## src/hw/rtl/ipv4_header_validator_core_macros.svh

```systemverilog
// ----------------------------------------------------------------------------
// IPv4 header validator assertion macros
// Shared concurrent assertion forms for the validator RTL.
// ----------------------------------------------------------------------------
`ifndef IPV4_HEADER_VALIDATOR_CORE_MACROS_SVH
`define IPV4_HEADER_VALIDATOR_CORE_MACROS_SVH

// same-cycle implication, disabled in reset
`define IPV4HV_ASSERT_NOW(label, clk, rst_n, ante, cons, msg) \
    label: assert property (@(posedge clk) disable iff (!rst_n) (ante) |-> (cons)) \
        else $error(msg);

// next-cycle implication, disabled in reset
`define IPV4HV_ASSERT_NEXT(label, clk, rst_n, ante, cons, msg) \
    label: assert property (@(posedge clk) disable iff (!rst_n) (ante) |=> (cons)) \
        else $error(msg);

`endif

```

## src/hw/rtl/ipv4hv_pkg.sv

```systemverilog
// ----------------------------------------------------------------------------
// IPv4 header validator package
// Types, constants and helpers shared by the validator modules.
// ----------------------------------------------------------------------------
package ipv4hv_pkg;

    // register map (word index in paddr[3:2])
    localparam logic [1:0] REG_LOCAL_IP    = 2'd0;
    localparam logic [1:0] REG_SUBNET_BITS = 2'd1;
    localparam logic [1:0] REG_MTU_LIMIT   = 2'd2;
    localparam int unsigned APB_ADDR_W     = 4;

    // config reset values
    localparam logic [31:0] RST_LOCAL_IP    = 32'd0;
    localparam logic [5:0]  RST_SUBNET_BITS = 6'd24;
    localparam logic [15:0] RST_MTU_LIMIT   = 16'd1500;

    // header byte offsets
    localparam logic [15:0] OFS_VER_IHL   = 16'd0;
    localparam logic [15:0] OFS_TOTAL_HI  = 16'd2;
    localparam logic [15:0] OFS_TOTAL_LO  = 16'd3;
    localparam logic [15:0] OFS_FLAGS_HI  = 16'd6;
    localparam logic [15:0] OFS_FLAGS_LO  = 16'd7;
    localparam logic [15:0] OFS_TTL       = 16'd8;
    localparam logic [15:0] OFS_PROTO     = 16'd9;
    localparam logic [15:0] OFS_SRC       = 16'd12;
    localparam logic [15:0] OFS_DST       = 16'd16;
    localparam logic [15:0] OFS_HDR_END   = 16'd20;
    localparam logic [15:0] BYTE_CNT_MAX  = 16'hffff;

    // header checks
    localparam logic [5:0]  HDR_MIN_BYTES    = 6'd20;
    localparam logic [3:0]  IP_VERSION4      = 4'd4;
    localparam logic [16:0] CSUM_GOOD        = 17'h0ffff;
    localparam logic [31:0] MCAST_BASE       = 32'he000_0000;
    localparam logic [7:0]  NET_ZERO         = 8'd0;
    localparam logic [7:0]  NET_LOOPBACK     = 8'd127;
    localparam logic [5:0]  MAX_SUBNET_PFX   = 6'd30;
    localparam logic [15:0] FRAG_MASK        = 16'h3fff;
    localparam int unsigned RSV_FLAG_BIT     = 15;

    // protocol numbers
    localparam logic [7:0] PROTO_ICMP = 8'd1;
    localparam logic [7:0] PROTO_TCP  = 8'd6;
    localparam logic [7:0] PROTO_UDP  = 8'd17;

    typedef enum logic [2:0] {
        OUT_FORWARD   = 3'd0,
        OUT_INVALID   = 3'd1,
        OUT_NOT_LOCAL = 3'd2,
        OUT_BAD_SRC   = 3'd3,
        OUT_MTU       = 3'd4,
        OUT_FRAGMENT  = 3'd5,
        OUT_OPTIONS   = 3'd6,
        OUT_BAD_PROTO = 3'd7
    } t_outcome;

    typedef enum logic [1:0] {
        STG_NONE = 2'd0,
        STG_ICMP = 2'd1,
        STG_UDP  = 2'd2,
        STG_TCP  = 2'd3
    } t_stage;

    // live configuration
    typedef struct packed {
        logic [31:0] local_ip;
        logic [5:0]  subnet_bits;
        logic [15:0] mtu_limit;
    } t_cfg;

    // one captured header, handed from front to back
    typedef struct packed {
        logic [15:0] received;
        logic [7:0]  ver_ihl;
        logic [15:0] total_len;
        logic [15:0] flags_ofs;
        logic [7:0]  ttl;
        logic [7:0]  proto;
        logic [31:0] src_ip;
        logic [31:0] dst_ip;
        logic [20:0] csum_acc;
    } t_pkt_rec;

    // network mask with the top subnet_bits bits set
    function automatic logic [31:0] prefix_mask(input logic [5:0] subnet_bits);
        logic [31:0] m;
        m = '0;
        for (int k = 0; k < 32; k++) begin
            m[31-k] = (6'(k) < subnet_bits);
        end
        return m;
    endfunction

endpackage

```

## src/hw/rtl/ipv4hv_if.sv

```systemverilog
// ----------------------------------------------------------------------------
// IPv4 header validator channels
// Byte input channel and verdict output channel, valid/ready handshake.
// ----------------------------------------------------------------------------
interface ipv4hv_byte_if;
    logic       valid;
    logic       ready;
    logic [7:0] data_byte;
    logic       last_byte;

    modport source (output valid, output data_byte, output last_byte, input ready);
    modport sink   (input valid, input data_byte, input last_byte, output ready);
endinterface

interface ipv4hv_result_if;
    logic        valid;
    logic        ready;
    logic [2:0]  outcome;
    logic [1:0]  next_stage;
    logic        count_as_error;
    logic [15:0] forward_length;

    modport source (output valid, output outcome, output next_stage,
                    output count_as_error, output forward_length, input ready);
    modport sink   (input valid, input outcome, input next_stage,
                    input count_as_error, input forward_length, output ready);
endinterface

```

## src/hw/rtl/ipv4_header_validator_core.sv

```systemverilog
// ----------------------------------------------------------------------------
// IPv4 header validator core
// Checks an IPv4 header byte stream and demultiplexes to ICMP/UDP/TCP.
//
//   channel  | dir | handshake     | beat payload
//   ---------+-----+---------------+----------------------------------------
//   i_byte   | in  | valid/ready   | data_byte[7:0], last_byte
//   o_result | out | valid/ready   | outcome[2:0], next_stage[1:0],
//            |     |               | count_as_error, forward_length[15:0]
//   APB      | in  | psel/penable  | paddr[3:0], pwdata[31:0], prdata[31:0]
//
// One byte beat per cycle; the front end never stalls except when the
// two-entry record queue is full. A verdict is registered in the back end
// output register after its record has passed through the queue.
// Output stalls back up into the queue, then into the byte channel.
// Synchronous active-low reset clears packet state, queue and config.
// ----------------------------------------------------------------------------
module ipv4_header_validator_core (
    input  logic                                   i_clk,
    input  logic                                   i_rst_n,
    ipv4hv_byte_if.sink                            i_byte,
    ipv4hv_result_if.source                        o_result,
    input  logic                                   i_psel,
    input  logic                                   i_penable,
    input  logic                                   i_pwrite,
    input  logic [ipv4hv_pkg::APB_ADDR_W-1:0]      i_paddr,
    input  logic [31:0]                            i_pwdata,
    output logic [31:0]                            o_prdata,
    output logic                                   o_pready
);
    import ipv4hv_pkg::*;

    logic [31:0] r_local_ip;
    logic [5:0]  r_subnet_bits;
    logic [15:0] r_mtu_limit;
    logic        cfg_wr;
    t_cfg        cfg;
    logic        push, q_full, q_valid, pop;
    t_pkt_rec    push_rec, head_rec;

    // config registers
    assign o_pready = 1'b1;
    assign cfg_wr   = i_psel && i_penable && i_pwrite;

    always_ff @(posedge i_clk) begin
        if (!i_rst_n) begin
            r_local_ip    <= RST_LOCAL_IP;
            r_subnet_bits <= RST_SUBNET_BITS;
            r_mtu_limit   <= RST_MTU_LIMIT;
        end else if (cfg_wr) begin
            case (i_paddr[3:2])
                REG_LOCAL_IP:    r_local_ip    <= i_pwdata;
                REG_SUBNET_BITS: r_subnet_bits <= i_pwdata[5:0];
                REG_MTU_LIMIT:   r_mtu_limit   <= i_pwdata[15:0];
                default:         ;
            endcase
        end
    end

    // config readback
    always_comb begin
        case (i_paddr[3:2])
            REG_LOCAL_IP:    o_prdata = r_local_ip;
            REG_SUBNET_BITS: o_prdata = {26'd0, r_subnet_bits};
            REG_MTU_LIMIT:   o_prdata = {16'd0, r_mtu_limit};
            default:         o_prdata = 32'd0;
        endcase
    end

    assign cfg.local_ip    = r_local_ip;
    assign cfg.subnet_bits = r_subnet_bits;
    assign cfg.mtu_limit   = r_mtu_limit;

    ipv4hv_front u_front (
        .i_clk   (i_clk),
        .i_rst_n (i_rst_n),
        .i_byte  (i_byte),
        .i_q_full(q_full),
        .o_push  (push),
        .o_rec   (push_rec)
    );

    ipv4hv_queue u_queue (
        .i_clk   (i_clk),
        .i_rst_n (i_rst_n),
        .i_push  (push),
        .i_rec   (push_rec),
        .i_pop   (pop),
        .o_full  (q_full),
        .o_valid (q_valid),
        .o_head  (head_rec)
    );

    ipv4hv_back u_back (
        .i_clk    (i_clk),
        .i_rst_n  (i_rst_n),
        .i_cfg    (cfg),
        .i_q_valid(q_valid),
        .i_q_head (head_rec),
        .o_pop    (pop),
        .o_result (o_result)
    );

endmodule

```

## src/hw/rtl/ipv4hv_front.sv

```systemverilog
// ----------------------------------------------------------------------------
// IPv4 header validator front end
// Accepts packet bytes, captures header fields, sums header words, and
// pushes one header record per packet on the last beat.
// ----------------------------------------------------------------------------
module ipv4hv_front (
    input  logic                  i_clk,
    input  logic                  i_rst_n,
    ipv4hv_byte_if.sink           i_byte,
    input  logic                  i_q_full,
    output logic                  o_push,
    output ipv4hv_pkg::t_pkt_rec  o_rec
);
    import ipv4hv_pkg::*;

    logic [15:0] r_byte_idx,  n_byte_idx;
    logic [7:0]  r_ver_ihl,   n_ver_ihl;
    logic [15:0] r_total,     n_total;
    logic [15:0] r_flags,     n_flags;
    logic [7:0]  r_ttl,       n_ttl;
    logic [7:0]  r_proto,     n_proto;
    logic [31:0] r_src,       n_src;
    logic [31:0] r_dst,       n_dst;
    logic [20:0] r_csum,      n_csum;
    logic [7:0]  r_pend_hi,   n_pend_hi;
    logic [15:0] hdr_bytes;
    logic        accept;
    logic [7:0]  b;

    assign i_byte.ready = !i_q_full;
    assign accept       = i_byte.valid && i_byte.ready;
    assign b            = i_byte.data_byte;

    // per-beat field capture and checksum accumulate
    always_comb begin
        n_ver_ihl = (r_byte_idx == OFS_VER_IHL) ? b : r_ver_ihl;
        hdr_bytes = {10'd0, n_ver_ihl[3:0], 2'b00};
        n_total   = r_total;
        n_flags   = r_flags;
        n_ttl     = r_ttl;
        n_proto   = r_proto;
        n_src     = r_src;
        n_dst     = r_dst;
        n_csum    = r_csum;
        n_pend_hi = r_pend_hi;
        case (r_byte_idx)
            OFS_TOTAL_HI: n_total = {b, r_total[7:0]};
            OFS_TOTAL_LO: n_total = {r_total[15:8], b};
            OFS_FLAGS_HI: n_flags = {b, r_flags[7:0]};
            OFS_FLAGS_LO: n_flags = {r_flags[15:8], b};
            OFS_TTL:      n_ttl   = b;
            OFS_PROTO:    n_proto = b;
            default:      ;
        endcase
        if (r_byte_idx >= OFS_SRC && r_byte_idx < OFS_DST) begin
            n_src = {r_src[23:0], b};
        end else if (r_byte_idx >= OFS_DST && r_byte_idx < OFS_HDR_END) begin
            n_dst = {r_dst[23:0], b};
        end
        if (r_byte_idx < hdr_bytes) begin
            if (!r_byte_idx[0]) begin
                n_pend_hi = b;
            end else begin
                n_csum = r_csum + {5'd0, r_pend_hi, b};
            end
        end
        n_byte_idx = (r_byte_idx != BYTE_CNT_MAX) ? r_byte_idx + 16'd1 : r_byte_idx;
    end

    // record of the packet as it stands after this beat
    always_comb begin
        o_rec.received  = n_byte_idx;
        o_rec.ver_ihl   = n_ver_ihl;
        o_rec.total_len = n_total;
        o_rec.flags_ofs = n_flags;
        o_rec.ttl       = n_ttl;
        o_rec.proto     = n_proto;
        o_rec.src_ip    = n_src;
        o_rec.dst_ip    = n_dst;
        o_rec.csum_acc  = n_csum;
    end

    assign o_push = accept && i_byte.last_byte;

    // packet state, cleared after the last beat
    always_ff @(posedge i_clk) begin
        if (!i_rst_n || o_push) begin
            r_byte_idx <= '0;
            r_ver_ihl  <= '0;
            r_total    <= '0;
            r_flags    <= '0;
            r_ttl      <= '0;
            r_proto    <= '0;
            r_src      <= '0;
            r_dst      <= '0;
            r_csum     <= '0;
            r_pend_hi  <= '0;
        end else if (accept) begin
            r_byte_idx <= n_byte_idx;
            r_ver_ihl  <= n_ver_ihl;
            r_total    <= n_total;
            r_flags    <= n_flags;
            r_ttl      <= n_ttl;
            r_proto    <= n_proto;
            r_src      <= n_src;
            r_dst      <= n_dst;
            r_csum     <= n_csum;
            r_pend_hi  <= n_pend_hi;
        end
    end

endmodule

```

## src/hw/rtl/ipv4hv_queue.sv

```systemverilog
// ----------------------------------------------------------------------------
// IPv4 header validator record queue
// Two-entry FIFO of header records between front and back.
// ----------------------------------------------------------------------------
`include "ipv4_header_validator_core_macros.svh"

module ipv4hv_queue (
    input  logic                  i_clk,
    input  logic                  i_rst_n,
    input  logic                  i_push,
    input  ipv4hv_pkg::t_pkt_rec  i_rec,
    input  logic                  i_pop,
    output logic                  o_full,
    output logic                  o_valid,
    output ipv4hv_pkg::t_pkt_rec  o_head
);
    import ipv4hv_pkg::*;

    t_pkt_rec    r_entry [2];
    logic        r_wr_ptr, n_wr_ptr;
    logic        r_rd_ptr, n_rd_ptr;
    logic [1:0]  r_count,  n_count;
    logic        do_pop;

    assign o_full  = (r_count == 2'd2);
    assign o_valid = (r_count != 2'd0);
    assign o_head  = r_entry[r_rd_ptr];
    assign do_pop  = i_pop && o_valid;

    // pointer and fill count update
    always_comb begin
        n_wr_ptr = i_push ? ~r_wr_ptr : r_wr_ptr;
        n_rd_ptr = do_pop ? ~r_rd_ptr : r_rd_ptr;
        n_count  = r_count + {1'b0, i_push} - {1'b0, do_pop};
    end

    always_ff @(posedge i_clk) begin
        if (!i_rst_n) begin
            r_wr_ptr <= 1'b0;
            r_rd_ptr <= 1'b0;
            r_count  <= 2'd0;
        end else begin
            r_wr_ptr <= n_wr_ptr;
            r_rd_ptr <= n_rd_ptr;
            r_count  <= n_count;
        end
    end

    // entry storage
    always_ff @(posedge i_clk) begin
        if (i_push) begin
            r_entry[r_wr_ptr] <= i_rec;
        end
    end

    `IPV4HV_ASSERT_NOW(a_no_push_when_full, i_clk, i_rst_n, i_push, !o_full, "push into full queue")

endmodule

```

## src/hw/rtl/ipv4hv_back.sv

```systemverilog
// ----------------------------------------------------------------------------
// IPv4 header validator back end
// Runs the ordered checks on one header record and holds the verdict beat.
// ----------------------------------------------------------------------------
`include "ipv4_header_validator_core_macros.svh"

module ipv4hv_back (
    input  logic                  i_clk,
    input  logic                  i_rst_n,
    input  ipv4hv_pkg::t_cfg      i_cfg,
    input  logic                  i_q_valid,
    input  ipv4hv_pkg::t_pkt_rec  i_q_head,
    output logic                  o_pop,
    ipv4hv_result_if.source       o_result
);
    import ipv4hv_pkg::*;

    logic        r_valid;
    t_outcome    r_outcome,  n_outcome;
    t_stage      r_stage,    n_stage;
    logic        r_err,      n_err;
    logic [15:0] r_len,      n_len;

    logic [5:0]  ihl_bytes;
    logic [16:0] fold1, fold2;
    logic        hdr_ok, src_ok;
    logic [31:0] net_mask;
    logic [7:0]  src_top;

    // header sanity, including folded checksum
    always_comb begin
        ihl_bytes = {i_q_head.ver_ihl[3:0], 2'b00};
        fold1 = {1'b0, i_q_head.csum_acc[15:0]} + {12'd0, i_q_head.csum_acc[20:16]};
        fold2 = {1'b0, fold1[15:0]} + {16'd0, fold1[16]};
        hdr_ok = (i_q_head.received >= {10'd0, HDR_MIN_BYTES})
              && (i_q_head.ver_ihl[7:4] == IP_VERSION4)
              && (ihl_bytes >= HDR_MIN_BYTES)
              && (i_q_head.total_len >= {10'd0, ihl_bytes})
              && (i_q_head.received >= i_q_head.total_len)
              && (i_q_head.ttl != 8'd0)
              && (fold2 == CSUM_GOOD)
              && !i_q_head.flags_ofs[RSV_FLAG_BIT];
    end

    // source address validity
    always_comb begin
        src_top  = i_q_head.src_ip[31:24];
        net_mask = prefix_mask(i_cfg.subnet_bits);
        src_ok   = !(src_top == NET_ZERO || src_top == NET_LOOPBACK
                  || i_q_head.src_ip >= MCAST_BASE || i_q_head.src_ip == i_cfg.local_ip);
        if (i_cfg.subnet_bits <= MAX_SUBNET_PFX) begin
            if (((i_q_head.src_ip & net_mask) == (i_cfg.local_ip & net_mask))
                && (((i_q_head.src_ip & ~net_mask) == 32'd0)
                    || ((i_q_head.src_ip & ~net_mask) == ~net_mask))) begin
                src_ok = 1'b0;
            end
        end
    end

    // ordered verdict
    always_comb begin
        n_outcome = OUT_FORWARD;
        n_stage   = STG_NONE;
        n_err     = 1'b0;
        n_len     = i_q_head.received;
        if (!hdr_ok) begin
            n_outcome = OUT_INVALID;
            n_err     = 1'b1;
        end else if (i_q_head.dst_ip != i_cfg.local_ip) begin
            n_outcome = OUT_NOT_LOCAL;
        end else if (!src_ok) begin
            n_outcome = OUT_BAD_SRC;
            n_err     = 1'b1;
        end else if (i_q_head.total_len > i_cfg.mtu_limit) begin
            n_outcome = OUT_MTU;
        end else if ((i_q_head.flags_ofs & FRAG_MASK) != 16'd0) begin
            n_outcome = OUT_FRAGMENT;
        end else if (ihl_bytes != HDR_MIN_BYTES) begin
            n_outcome = OUT_OPTIONS;
        end else begin
            unique case (i_q_head.proto)
                PROTO_ICMP: n_stage = STG_ICMP;
                PROTO_UDP:  n_stage = STG_UDP;
                PROTO_TCP:  n_stage = STG_TCP;
                default:    n_outcome = OUT_BAD_PROTO;
            endcase
            if (n_stage != STG_NONE) begin
                n_len = i_q_head.total_len;
            end
        end
    end

    // output register: refill when empty or when the held beat is taken
    assign o_pop = i_q_valid && (!r_valid || o_result.ready);

    always_ff @(posedge i_clk) begin
        if (!i_rst_n) begin
            r_valid <= 1'b0;
        end else if (o_pop) begin
            r_valid <= 1'b1;
        end else if (o_result.ready) begin
            r_valid <= 1'b0;
        end
    end

    always_ff @(posedge i_clk) begin
        if (o_pop) begin
            r_outcome <= n_outcome;
            r_stage   <= n_stage;
            r_err     <= n_err;
            r_len     <= n_len;
        end
    end

    assign o_result.valid          = r_valid;
    assign o_result.outcome        = r_outcome;
    assign o_result.next_stage     = r_stage;
    assign o_result.count_as_error = r_err;
    assign o_result.forward_length = r_len;

    `IPV4HV_ASSERT_NOW(a_err_class, i_clk, i_rst_n, r_valid, r_err == (r_outcome == OUT_INVALID || r_outcome == OUT_BAD_SRC), "error flag disagrees with outcome")
    `IPV4HV_ASSERT_NOW(a_stage_fwd, i_clk, i_rst_n, r_valid, (r_stage != STG_NONE) == (r_outcome == OUT_FORWARD), "handler set without forward")
    `IPV4HV_ASSERT_NEXT(a_pop_loads, i_clk, i_rst_n, o_pop, r_valid, "popped record not held")

endmodule
```

## src/flat_wrapper.sv

```systemverilog
// flat-port wrapper written by rule: the top's interface ports become plain ports
module ipv4_header_validator_core_flat import ipv4hv_pkg::*;
  (i_clk, i_rst_n, i_psel, i_penable, i_pwrite, i_paddr, i_pwdata, o_prdata, o_pready, i_byte_valid, i_byte_data_byte, i_byte_last_byte, i_byte_ready, o_result_valid, o_result_outcome, o_result_next_stage, o_result_count_as_error, o_result_forward_length, o_result_ready);
  ipv4hv_byte_if i_byte_i ();
  ipv4hv_result_if o_result_i ();
  input  logic i_clk;
  input  logic i_rst_n;
  input  logic i_psel;
  input  logic i_penable;
  input  logic i_pwrite;
  input  logic [ipv4hv_pkg::APB_ADDR_W-1:0] i_paddr;
  input  logic [31:0] i_pwdata;
  output logic [31:0] o_prdata;
  output logic o_pready;
  input wire logic [$bits(i_byte_i.valid)-1:0] i_byte_valid;
  input wire logic [$bits(i_byte_i.data_byte)-1:0] i_byte_data_byte;
  input wire logic [$bits(i_byte_i.last_byte)-1:0] i_byte_last_byte;
  output wire logic [$bits(i_byte_i.ready)-1:0] i_byte_ready;
  output wire logic [$bits(o_result_i.valid)-1:0] o_result_valid;
  output wire logic [$bits(o_result_i.outcome)-1:0] o_result_outcome;
  output wire logic [$bits(o_result_i.next_stage)-1:0] o_result_next_stage;
  output wire logic [$bits(o_result_i.count_as_error)-1:0] o_result_count_as_error;
  output wire logic [$bits(o_result_i.forward_length)-1:0] o_result_forward_length;
  input wire logic [$bits(o_result_i.ready)-1:0] o_result_ready;
  assign i_byte_i.valid = i_byte_valid;
  assign i_byte_i.data_byte = i_byte_data_byte;
  assign i_byte_i.last_byte = i_byte_last_byte;
  assign i_byte_ready = i_byte_i.ready;
  assign o_result_valid = o_result_i.valid;
  assign o_result_outcome = o_result_i.outcome;
  assign o_result_next_stage = o_result_i.next_stage;
  assign o_result_count_as_error = o_result_i.count_as_error;
  assign o_result_forward_length = o_result_i.forward_length;
  assign o_result_i.ready = o_result_ready;
  ipv4_header_validator_core u_core (.i_clk(i_clk), .i_rst_n(i_rst_n), .i_byte(i_byte_i), .o_result(o_result_i), .i_psel(i_psel), .i_penable(i_penable), .i_pwrite(i_pwrite), .i_paddr(i_paddr), .i_pwdata(i_pwdata), .o_prdata(o_prdata), .o_pready(o_pready));
endmodule
```

## config.mk

```make
export PLATFORM = sky130hd
export DESIGN_NAME = ipv4_header_validator_core_flat
export DESIGN_NICKNAME = d
export VERILOG_FILES = /design/src/hw/rtl/ipv4hv_pkg.sv /design/src/hw/rtl/ipv4hv_if.sv /design/src/hw/rtl/ipv4_header_validator_core.sv /design/src/hw/rtl/ipv4hv_front.sv /design/src/hw/rtl/ipv4hv_queue.sv /design/src/hw/rtl/ipv4hv_back.sv /design/src/flat_wrapper.sv
export VERILOG_INCLUDE_DIRS = /design/src /design/src/hw/rtl
export SDC_FILE = /design/constraint.sdc
export NUM_CORES = 1
export LEC_CHECK = 0
export BUFFER_PORTS_ARGS = -buffer_cell sky130_fd_sc_hd__buf_2
export CORE_UTILIZATION = 40
export CTS_CLUSTER_DIAMETER = 100
export CTS_CLUSTER_SIZE = 28
export DETAILED_ROUTE_END_ITERATION = 8
export HOLD_SLACK_MARGIN = 0.12
export PLACE_DENSITY = 0.59
export SETUP_SLACK_MARGIN = 0.15
export SYNTH_ARGS = -nofsm -noshare
export SYNTH_HDL_FRONTEND = slang
export SYNTH_SLANG_ARGS = --single-unit
```

## constraint.sdc

```tcl
create_clock -name i_clk -period 29.2 [get_ports i_clk]
set_input_delay 5.84 -clock i_clk [delete_from_list [all_inputs] [get_ports i_clk]]
set_output_delay 5.84 -clock i_clk [all_outputs]
set_load 0.01 [all_outputs]
```

Word-level counts from Yosys, hierarchy flattened:

Memory sizes are Yosys's and may differ from the RTL's. A register that Yosys moved wholly into a read port is not among the register bits.
Index checks and enable logic that the tools add are counted.

* equality and inequality tests: 21
* magnitude comparators: 44
* multiplexer cells: 42
* reduce and logical (&&, ||, !) cells: 43
* bitwise gates (word level): 9
* add/subtract/negate cells: 6

Operators with widths (count)
* $mux 16: 8
* $and 32x32->32: 3
* $eq 32x32->1: 3
* $lt 5x6->1 const A: 16
* $mux 32: 3
* $pmux 32 s3: 1
* $pmux 16 s2: 2
* $lt 4x6->1 const A: 8
* $mux 21: 2
* $eq 16x2->1 const B: 2
* $eq 16x3->1 const B: 2
* $eq 16x4->1 const B: 2
* $ge 16x5->1 const B: 2
* $ge 32x32->1 const B: 1
* $logic_not 32->1: 1
* $lt 16x5->1 const B: 2
* $ne 32x32->1: 1
* $not 32->32: 1
* $lt 3x6->1 const A: 4
* $mux 8: 3
* $add 21x16->21: 1
* $add 16x1->17: 1
* $add 16x5->17: 1
* $eq 17x16->1 const B: 1
* 39 further kinds: 94

* memories kept: 1
* bits of input ports: 52
* word-level logic and storage cells: 188
* bits in registers: 246
* output and inout port bits: 57
* bits in writable memories: 314

Memories
* u_core.u_queue.r_entry: words 2, width 157, read ports 1, clocked after Yosys merged registers in 1, write ports 1, RTL line ipv4hv_queue.sv:19 `t_pkt_rec r_entry [2];`

Depth between registers and ports, before layout:

Gate-level depths: netlist (run 1).

* word-level depth: 19
* gate-level depth with buffers: 30
* mapped depth without buffers: 19

Modules after synthesis:

Synthesis (run 1) repeated with hierarchy kept, for this count alone.

* cells, all modules: 2533
* area, all modules: 28100.7 um^2

By module, submodules not included
* ipv4hv_queue: times used 1, cells an instance 511, area an instance 11612.4 um^2, sequential area each 9529.1 um^2
* ipv4hv_front: times used 1, cells an instance 1147, area an instance 9303.9 um^2, sequential area each 3303.2 um^2
* ipv4hv_back: times used 1, cells an instance 589, area an instance 4629.4 um^2, sequential area each 680.7 um^2
* ipv4_header_validator_core: times used 1, cells an instance 286, area an instance 2555.0 um^2, sequential area each 1081.0 um^2

Worst setup path before layout (run 1):

Ideal clock, no wire load.

* path kind: input-to-reg
* from: in i_byte_valid
* to: mem u_core.u_queue.r_entry[0][0] (netlist bit) (enable)
* buffers on the path: 1
* cell stages on the path: 4
* setup time: 0.675 ns
* required time: 28.525 ns
* setup slack: 15.755 ns
* arrival: 12.769 ns
* path through: and2_1 > clkbuf_1 > nand2_1 > nor2_1

* cells in the longest elaborated chain, start to end: 4

RTL lines
* from (decl): RTL line flat_wrapper.sv:15 `input wire logic [$bits(i_byte_i.valid)-1:0] i_byte_valid;`
* $logic_and 1x1->1: RTL line ipv4hv_front.sv:31 `assign accept = i_byte.valid && i_byte.ready;`
* $logic_and 1x1->1: RTL line ipv4hv_front.sv:83 `assign o_push = accept && i_byte.last_byte;`
* $mux 1: RTL line ipv4hv_queue.sv:51 `if (i_push) begin`
* $mux 1 (not written as such): RTL line ipv4hv_queue.sv:52 `r_entry[r_wr_ptr] <= i_rec;`
* to (decl): RTL line ipv4hv_queue.sv:19

No other way between the ends.

Final worst setup path (run 1):

* from: in i_paddr[3] (netlist bit)
* to: out o_prdata[4]

* cells in the longest elaborated chain, start to end: 2
* elaborated cells between the ends (all ways): 4
* those cells by class: eq/ne (2); mux (1); reduce/logical (1)

RTL lines
* from (decl): RTL line flat_wrapper.sv:11 `input logic [ipv4hv_pkg::APB_ADDR_W-1:0] i_paddr;`
* $eq 2x2->1 (tied with other cells): RTL line ipv4_header_validator_core.sv:62 `case (i_paddr[3:2])`
* $pmux 32 s3 (*): RTL line ipv4_header_validator_core.sv:62
* to (decl): RTL line flat_wrapper.sv:13 `output logic [31:0] o_prdata;`

Every way passes the cells marked *; elsewhere a longest branch is shown, timed or not.

==> results of run 1 <==
through the flow:
stage	cells	hold WS (ns)	area (um2)
after floorplan	2490	0.433	26900
after global placement	3334	0.438	28100
after detailed placement	3334	0.444	28100
after CTS	3383	0.459	29000
after global routing	3383	0.480	29000
final	3384	0.458	29000
cell families after synthesis:
logic type | Yosys count | synth area share
simple gates | 816 | 0.141
flops | 558 | 0.539
compound gates | 455 | 0.112
mux | 259 | 0.102
buf+inv | 211 | 0.0336
xor+xnor | 120 | 0.0390
fa+ha+maj | 70 | 0.0331
other cells | 1 | 0.000139
area by class of cell:
type / count / area share
multi-input combinational: 1721 / 0.398
clock buffer: 40 / 0.0261
clock inverter: 9 / 0.00458
sequential: 558 / 0.501
timing repair buffer: 126 / 0.0240
antenna: 1 / 0.0000864
inverter: 65 / 0.00842
tap: 864 / 0.0373
worst max path at each step:
stage / endpoint / start
2_1_floorplan: u_core.u_queue.r_entry[0][0]$_DFFE_PP_ / i_byte_valid
3_3_place_gp: o_prdata[1] / i_paddr[3]
3_5_place_dp: o_prdata[4] / i_paddr[3]
4_1_cts: o_prdata[4] / i_paddr[3]
5_1_grt: o_prdata[4] / i_paddr[3]
6_report: o_prdata[4] / i_paddr[3]
placed cells by master (no fill, tap or decap), types with 45 or more instances in the layout:
cell type  count
o21ai_0       68
buf_2        105
nand2_1      360
dfxtp_1      223
mux2_2       120
ha_1          68
edfxtp_1     334
inv_1         65
xnor2_1       58
nor2_1       159
mux2i_1      136
xor2_1        62
nor3_1        45
a21oi_1      153
flip-flops by register name, indices dropped and copies added, names as in the netlist, 2 cells and up, named ones only:
signal                                 count
u_core.u_front.r_src                      32
u_core.u_front.r_csum                     21
u_core.u_front.r_dst                      32
u_core.u_front.r_ver_ihl                   8
u_core.u_front.r_byte_idx                 16
u_core.u_front.r_pend_hi                   8
u_core.u_back.o_result.outcome             3
u_core.u_front.r_ttl                       8
u_core.r_subnet_bits                       6
u_core.u_front.r_flags                    15
u_core.u_front.r_total                    16
u_core.u_back.o_result.forward_length     16
u_core.u_back.o_result.next_stage          2
u_core.u_front.r_proto                     8
u_core.u_queue.r_entry                   312
u_core.r_local_ip                         32
u_core.r_mtu_limit                        16
u_core.u_queue.r_count                     2
worst register-to-register path: stages (launching register included):
cell and delay, ns:
dfxtp_4 0.67, mux2_2 0.30, ha_1 0.19, inv_1 0.06, fa_1 0.40, nor2b_1 0.18, o311a_1 0.38, nor2_1 0.14
a2111oi_0 0.67, ha_1 0.28, ha_1 0.20, xnor2_1 0.11, a311o_1 0.30, nor4b_1 0.40, nand4_1 0.17, nor4bb_1 0.32
o2111ai_1 0.28, nor4_2 0.31, and3b_1 0.20, buf_4 0.29, mux2_2 0.43
synth_stat cells (9+ instances only):
library cell	instances
or2_2	10
a22o_1	34
nand3_1	31
a21oi_1	153
o21ai_0	68
and2_1	36
buf_1	11
clkbuf_1	119
nor4_1	35
edfxtp_1	334
mux2i_1	136
inv_1	65
nand2_1	362
a31oi_1	10
a211oi_1	24
buf_6	9
nand4_1	29
o21a_1	11
o211ai_1	13
nor2b_1	16
nor2_1	161
ha_1	68
xnor2_1	58
a21o_1	10
dfxtp_1	224
a21boi_0	44
or3_1	12
xor2_1	62
and3_1	17
mux2_2	120
nor3_1	46
nand2b_1	25
a22oi_1	24
layer usage:
layer / track usage / wire (um)
met1: 0.277 / 32800
met4: 0.0589 / 2170
met3: 0.0200 / 2890
met5: 0 / 0
met2: 0.359 / 35000
power by group through the flow:
| stage | clock network, mW | logic [mW] | registers (mW) |
|---|---|---|---|
| global placement | 0 | 0.447 | 0.940 |
| global route | 0.494 | 0.494 | 0.930 |
| detailed placement | 0 | 0.455 | 0.943 |
| floorplan | 0 | 0.323 | 0.942 |
| CTS | 0.471 | 0.457 | 0.925 |
| finish | 0.455 | 0.454 | 0.924 |
==> results.yml, run 1 <==
outcome:
  outcome: "finished, final reports clean"
floorplan:
  core_um2: 66200
  dieArea_um2: 68300
  die_y_um: 261
  die_w_um: 261
  rows: 94
  ios: 109
  start_util: 0.406
grt:
  antenna_found_initial: 3
  grt_pass1_wl_mm: 108
  grt_usage: 0.208
  gr-total-overflow: 0
  grt_pass1_vias: 18000
  grt_max_degree: 118
sta:
  timing.fmax_mhz: 77.2
  timing.final.crit_period_ns: 12.95
  slew_violations: 0
  fin_crit_sh: 0.443
  max_slew.worst_pin.slew_ns: 1.25
  skew_ns: 0.0300
  hold_violations: 0
  relSlewSlack: 0.162
  final.setup.worst_slack_ns: 16.25
  setup_violations: 0
  rsz0062_at_grt: "false"
  setup_tns_ns: 0
worst_setup_path:
  reg2reg_setup_slack_ns: 22.66
  cp-start-kind: "primary input"
  crit_path_max_incr_delay_ns: 0.49
  crit_buf_inv: 2
  slowest_stage: "nor2b_1"
  critPathRequiredTime_ns: 23.36
  path_common_cell: "buf_2"
  r2r_end: "u_core.u_back.o_result.forward_length[1]$_DFFE_PP_"
  end_kind: "output pin"
  r2r_cells: 20
  crit_family: "simple AND/OR/NAND/NOR gates"
  path_cells: "buf_2 -> nor2b_1 -> nand2_1 -> o21ai_0 -> buf_2"
  critPathMaxFanout: 22
  cp.depth: 5
  arrival_ns: 7.11
  critPathKind: "in -> out"
min_path:
  min_path_type: "reg -> reg"
  whs_endpoint: "u_core.u_front.r_ver_ihl[4]$_SDFFE_PP0P_"
  hold_start: "u_core.u_front.r_ver_ihl[4]$_SDFFE_PP0P_"
  hold_depth: 2
power:
  clkPwrFrac: 0.248
  p_comb_frac: 0.248
  ir_drop_mv: 0.0558
  power_mw: 1.83
  p_switching_mw: 0.585
  power.density_nw_per_um2: 63.3
  p_leak_nw: 10.1
  p_sw_frac: 0.319
  power_frac_seq: 0.504
  p_int_mw: 1.25
placed_design:
  gp_congestion: 0.927
  dp_hpwl_mm: 50.3
  io_buffers: 105
  pre_cts_slack_ns: 16.27
clock_network:
  post_cts_buffers: 0
  cts_root_buf: "clkbuf_16"
  htreeDepth: 1
  clk_latency_ns: 0.61
  cts_tree: "yes"
  cts_resized: 0
  clkTransAtPathRegs_ns: 0.11
  cts_hold_buf: 0
  clk_path_buf_depth: 3
  cts_made_buffers: 27
  cts_sinks: 558
logic_synthesis:
  seq_area_frac_synth: 0.539
  async_reset_ff_frac: 0
  synth_area_leaders: "edfxtp_1 37%, dfxtp_1 17%, mux2i_1 5.1%"
  syn_nets: 2612
  yosys_warnings: 0
  synth.distinct_cells: 82
  synth_top_area_share: 0.373
  synth_edf_count: 334
  synth_largest_area_cell: "edfxtp_1"
  ys_ff_latch: 558
  avgSynthCellArea_um2: 10.8
  synth_area_um2: 26900
  synth_cells: 2490
  synth_ff_type: "edfxtp_1"
cells_and_area:
  nets: 2621
  multi_input_area_um2: 11500
  synthToLayoutAreaGrowth_pct: 7.66
  regArea_um2: 14500
  post-route-util: 0.438
  drive_above_1_share: 0.127
  nFillCells: 6210
flow_run:
  maxCapViolCount: 0
route:
  drt_pass1_iterations: 5
  finalWirelength_mm: 72.9
  vias: 18700
  drt-initial-drc-count: 1392
  via_per_inst: 5.54
  postRouteAntennaNets: 0
  wl_per_cell_um: 21.5
  drc_errors: 0
Note: power is estimated with default switching activity, not from simulation.
==> run 2, diff against run 1 <==
- clock period: 29.2 -> 12.1 ns (I/O delays scaled with it)
==> results.yml, run 2 (synthesis gave the netlist of run 1 again) <==
outcome:
  outcome: "finished, final reports clean"
power:
  power.density_nw_per_um2: 155
  ir_drop_mv: 0.118
  p_leak_nw: 10.1
sta:
  skew_ns: 0.0333
  timing.fmax_mhz: 148
  setup_violations: 0
  fin_crit_sh: 0.559
  slew_violations: 0
  setup_tns_ns: 0
  rsz0062_at_grt: "false"
  max_slew.worst_pin.slew_ns: 1.24
  hold_violations: 0
  timing.final.crit_period_ns: 6.76
  relSlewSlack: 0.170
cells_and_area:
  layout_common_cells: "360 x nand2_1, 334 x edfxtp_1, 223 x dfxtp_1, 159 x nor2_1, 153 x a21oi_1"
  nets: 2622
  regMostFlops: "u_core.u_queue.r_entry"
  mostFrequentLayoutCell: "nand2_1"
  largest_register_ffs: 312
  antennaDiodeCount: 0
  drive_above_1_share: 0.129
  stdcell_count: 3384
  synthToLayoutAreaGrowth_pct: 7.99
  post-route-util: 0.439
floorplan:
  core_um2: 66200
  die_w_um: 261
  dieArea_um2: 68300
  die_y_um: 261
  ios: 109
  start_util: 0.406
  rows: 94
worst_setup_path:
  critPathKind: "reg -> reg"
  arrival_ns: 7.14
  crit_buf_inv: 1
  reg2reg_setup_slack_ns: 5.34
  end_kind: "register"
  slowest_stage: "and3b_1"
  r2r_cells: 19
  r2r_end: "u_core.u_back.o_result.forward_length[8]$_DFFE_PP_"
  cp-start-kind: "register"
  critPathMaxFanout: 37
  crit_path_max_incr_delay_ns: 0.91
  crit_family: "simple AND/OR/NAND/NOR gates"
  path_cells: "mux2_2 -> ha_1 -> inv_1 -> fa_1 -> nor2b_1 -> o311a_1 -> nor2_1 -> a2111oi_0 -> ha_1 -> ha_1 -> xnor2_1 -> a311o_1 -> nor4b_1 -> nand4_1 -> nor4bb_1 -> o2111ai_1 -> nor4_2 -> and3b_1 -> mux2_2"
  path_common_cell: "ha_1"
  critPathRequiredTime_ns: 12.47
route:
  drt-initial-drc-count: 1309
  wl_per_cell_um: 21.6
  vias: 18900
  drt_pass1_iterations: 7
  drc_errors: 0
  finalWirelength_mm: 73.0
  postRouteAntennaNets: 0
  via_per_inst: 5.58
grt:
  grt_max_degree: 157
  grt_pass1_wl_mm: 109
  grt_usage: 0.209
  antenna_found_initial: 2
  gr-total-overflow: 0
  grt_pass1_vias: 18100
min_path:
  hold_start: "u_core.u_front.r_dst[30]$_SDFFE_PP0P_"
  min_path_type: "reg -> reg"
  whs_endpoint: "u_core.u_front.r_dst[30]$_SDFFE_PP0P_"
  hold_depth: 2
placed_design:
  gp_congestion: 0.923
  io_buffers: 105
  dp_hpwl_mm: 50.4
  post-place-cells: 3334
clock_network:
  clkTransAtPathRegs_ns: 0.11
  post_cts_buffers: 0
  cts_made_buffers: 28
  cts_hold_buf: 0
  htreeDepth: 1
  clk_latency_ns: 0.61
  clk_path_buf_depth: 3
  cts_tree: "yes"
  cts_resized: 0
  cts_root_buf: "clkbuf_16"
  cts_sinks: 558
flow_run:
  maxCapViolCount: 0
run 2: area by class of cell:
| class | count | area [um2] |
|---|---|---|
| clock buffers | 39 | 785 |
| clock inverters | 11 | 196 |
| fillers | 6157 | 37200 |
| inverters | 65 | 244 |
| multi-input cells | 1721 | 11500 |
| flip-flops and latches | 558 | 14500 |
| well taps | 864 | 1080 |
| repair buffers | 126 | 696 |
run 2: worst reg2reg max path, cell delays in order, from the launching register on:
cell	delay [ns]
dfxtp_4	0.66
mux2_2	0.29
ha_1	0.18
inv_1	0.06
fa_1	0.40
nor2b_1	0.19
o311a_1	0.36
nor2_1	0.12
a2111oi_0	0.74
ha_1	0.29
ha_1	0.20
xnor2_1	0.09
a311o_1	0.28
nor4b_1	0.29
nand4_1	0.14
nor4bb_1	0.31
o2111ai_1	0.26
nor4_2	0.32
and3b_1	0.91
mux2_2	0.45
run 2: per-layer routing:
layer / vias up / wire [um] / GRT usage
met2: 487 / 34800 / 0.354
met5: - / 0 / 0
li1: 8985 / - / -
met1: 9314 / 33400 / 0.287
met3: 85 / 2900 / 0.0169
met4: 0 / 1870 / 0.0522
run 2: how the worst max path moves through the flow:
stage                  from                                            endpoint  slack, ns  cells after the start
2_1_floorplan  i_byte_valid              u_core.u_queue.r_entry[0][0]$_DFFE_PP_       2.08                      4
3_3_place_gp       register  u_core.u_back.o_result.forward_length[7]$_DFFE_PP_       5.42                     19
3_5_place_dp       register  u_core.u_back.o_result.forward_length[8]$_DFFE_PP_       5.30                     19
4_1_cts            register  u_core.u_back.o_result.forward_length[8]$_DFFE_PP_       5.27                     19
5_1_grt            register  u_core.u_back.o_result.forward_length[8]$_DFFE_PP_       4.86                     19
6_report           register  u_core.u_back.o_result.forward_length[8]$_DFFE_PP_       5.34                     19
run 2: report_power, final:
group | total, mW | switching [mW] | leakage (nW) | internal (mW)
combinational | 1.10 | 0.710 | 4.87 | 0.390
clock | 1.16 | 0.656 | 0.467 | 0.506
sequential | 2.23 | 0.0647 | 4.81 | 2.17
run 2: stage by stage:
step | cell area (um2) | hold WS [ns] | power, mW | setup WS [ns]
final | 29100 | 0.456 | 4.49 | 5.34
after detailed placement | 28100 | 0.443 | 3.38 | 5.30
after global routing | 29100 | 0.475 | 4.70 | 4.86
after global placement | 28100 | 0.438 | 3.36 | 5.42
after floorplan | 26900 | 0.433 | 3.06 | 2.08
after CTS | 29100 | 0.459 | 4.53 | 5.27
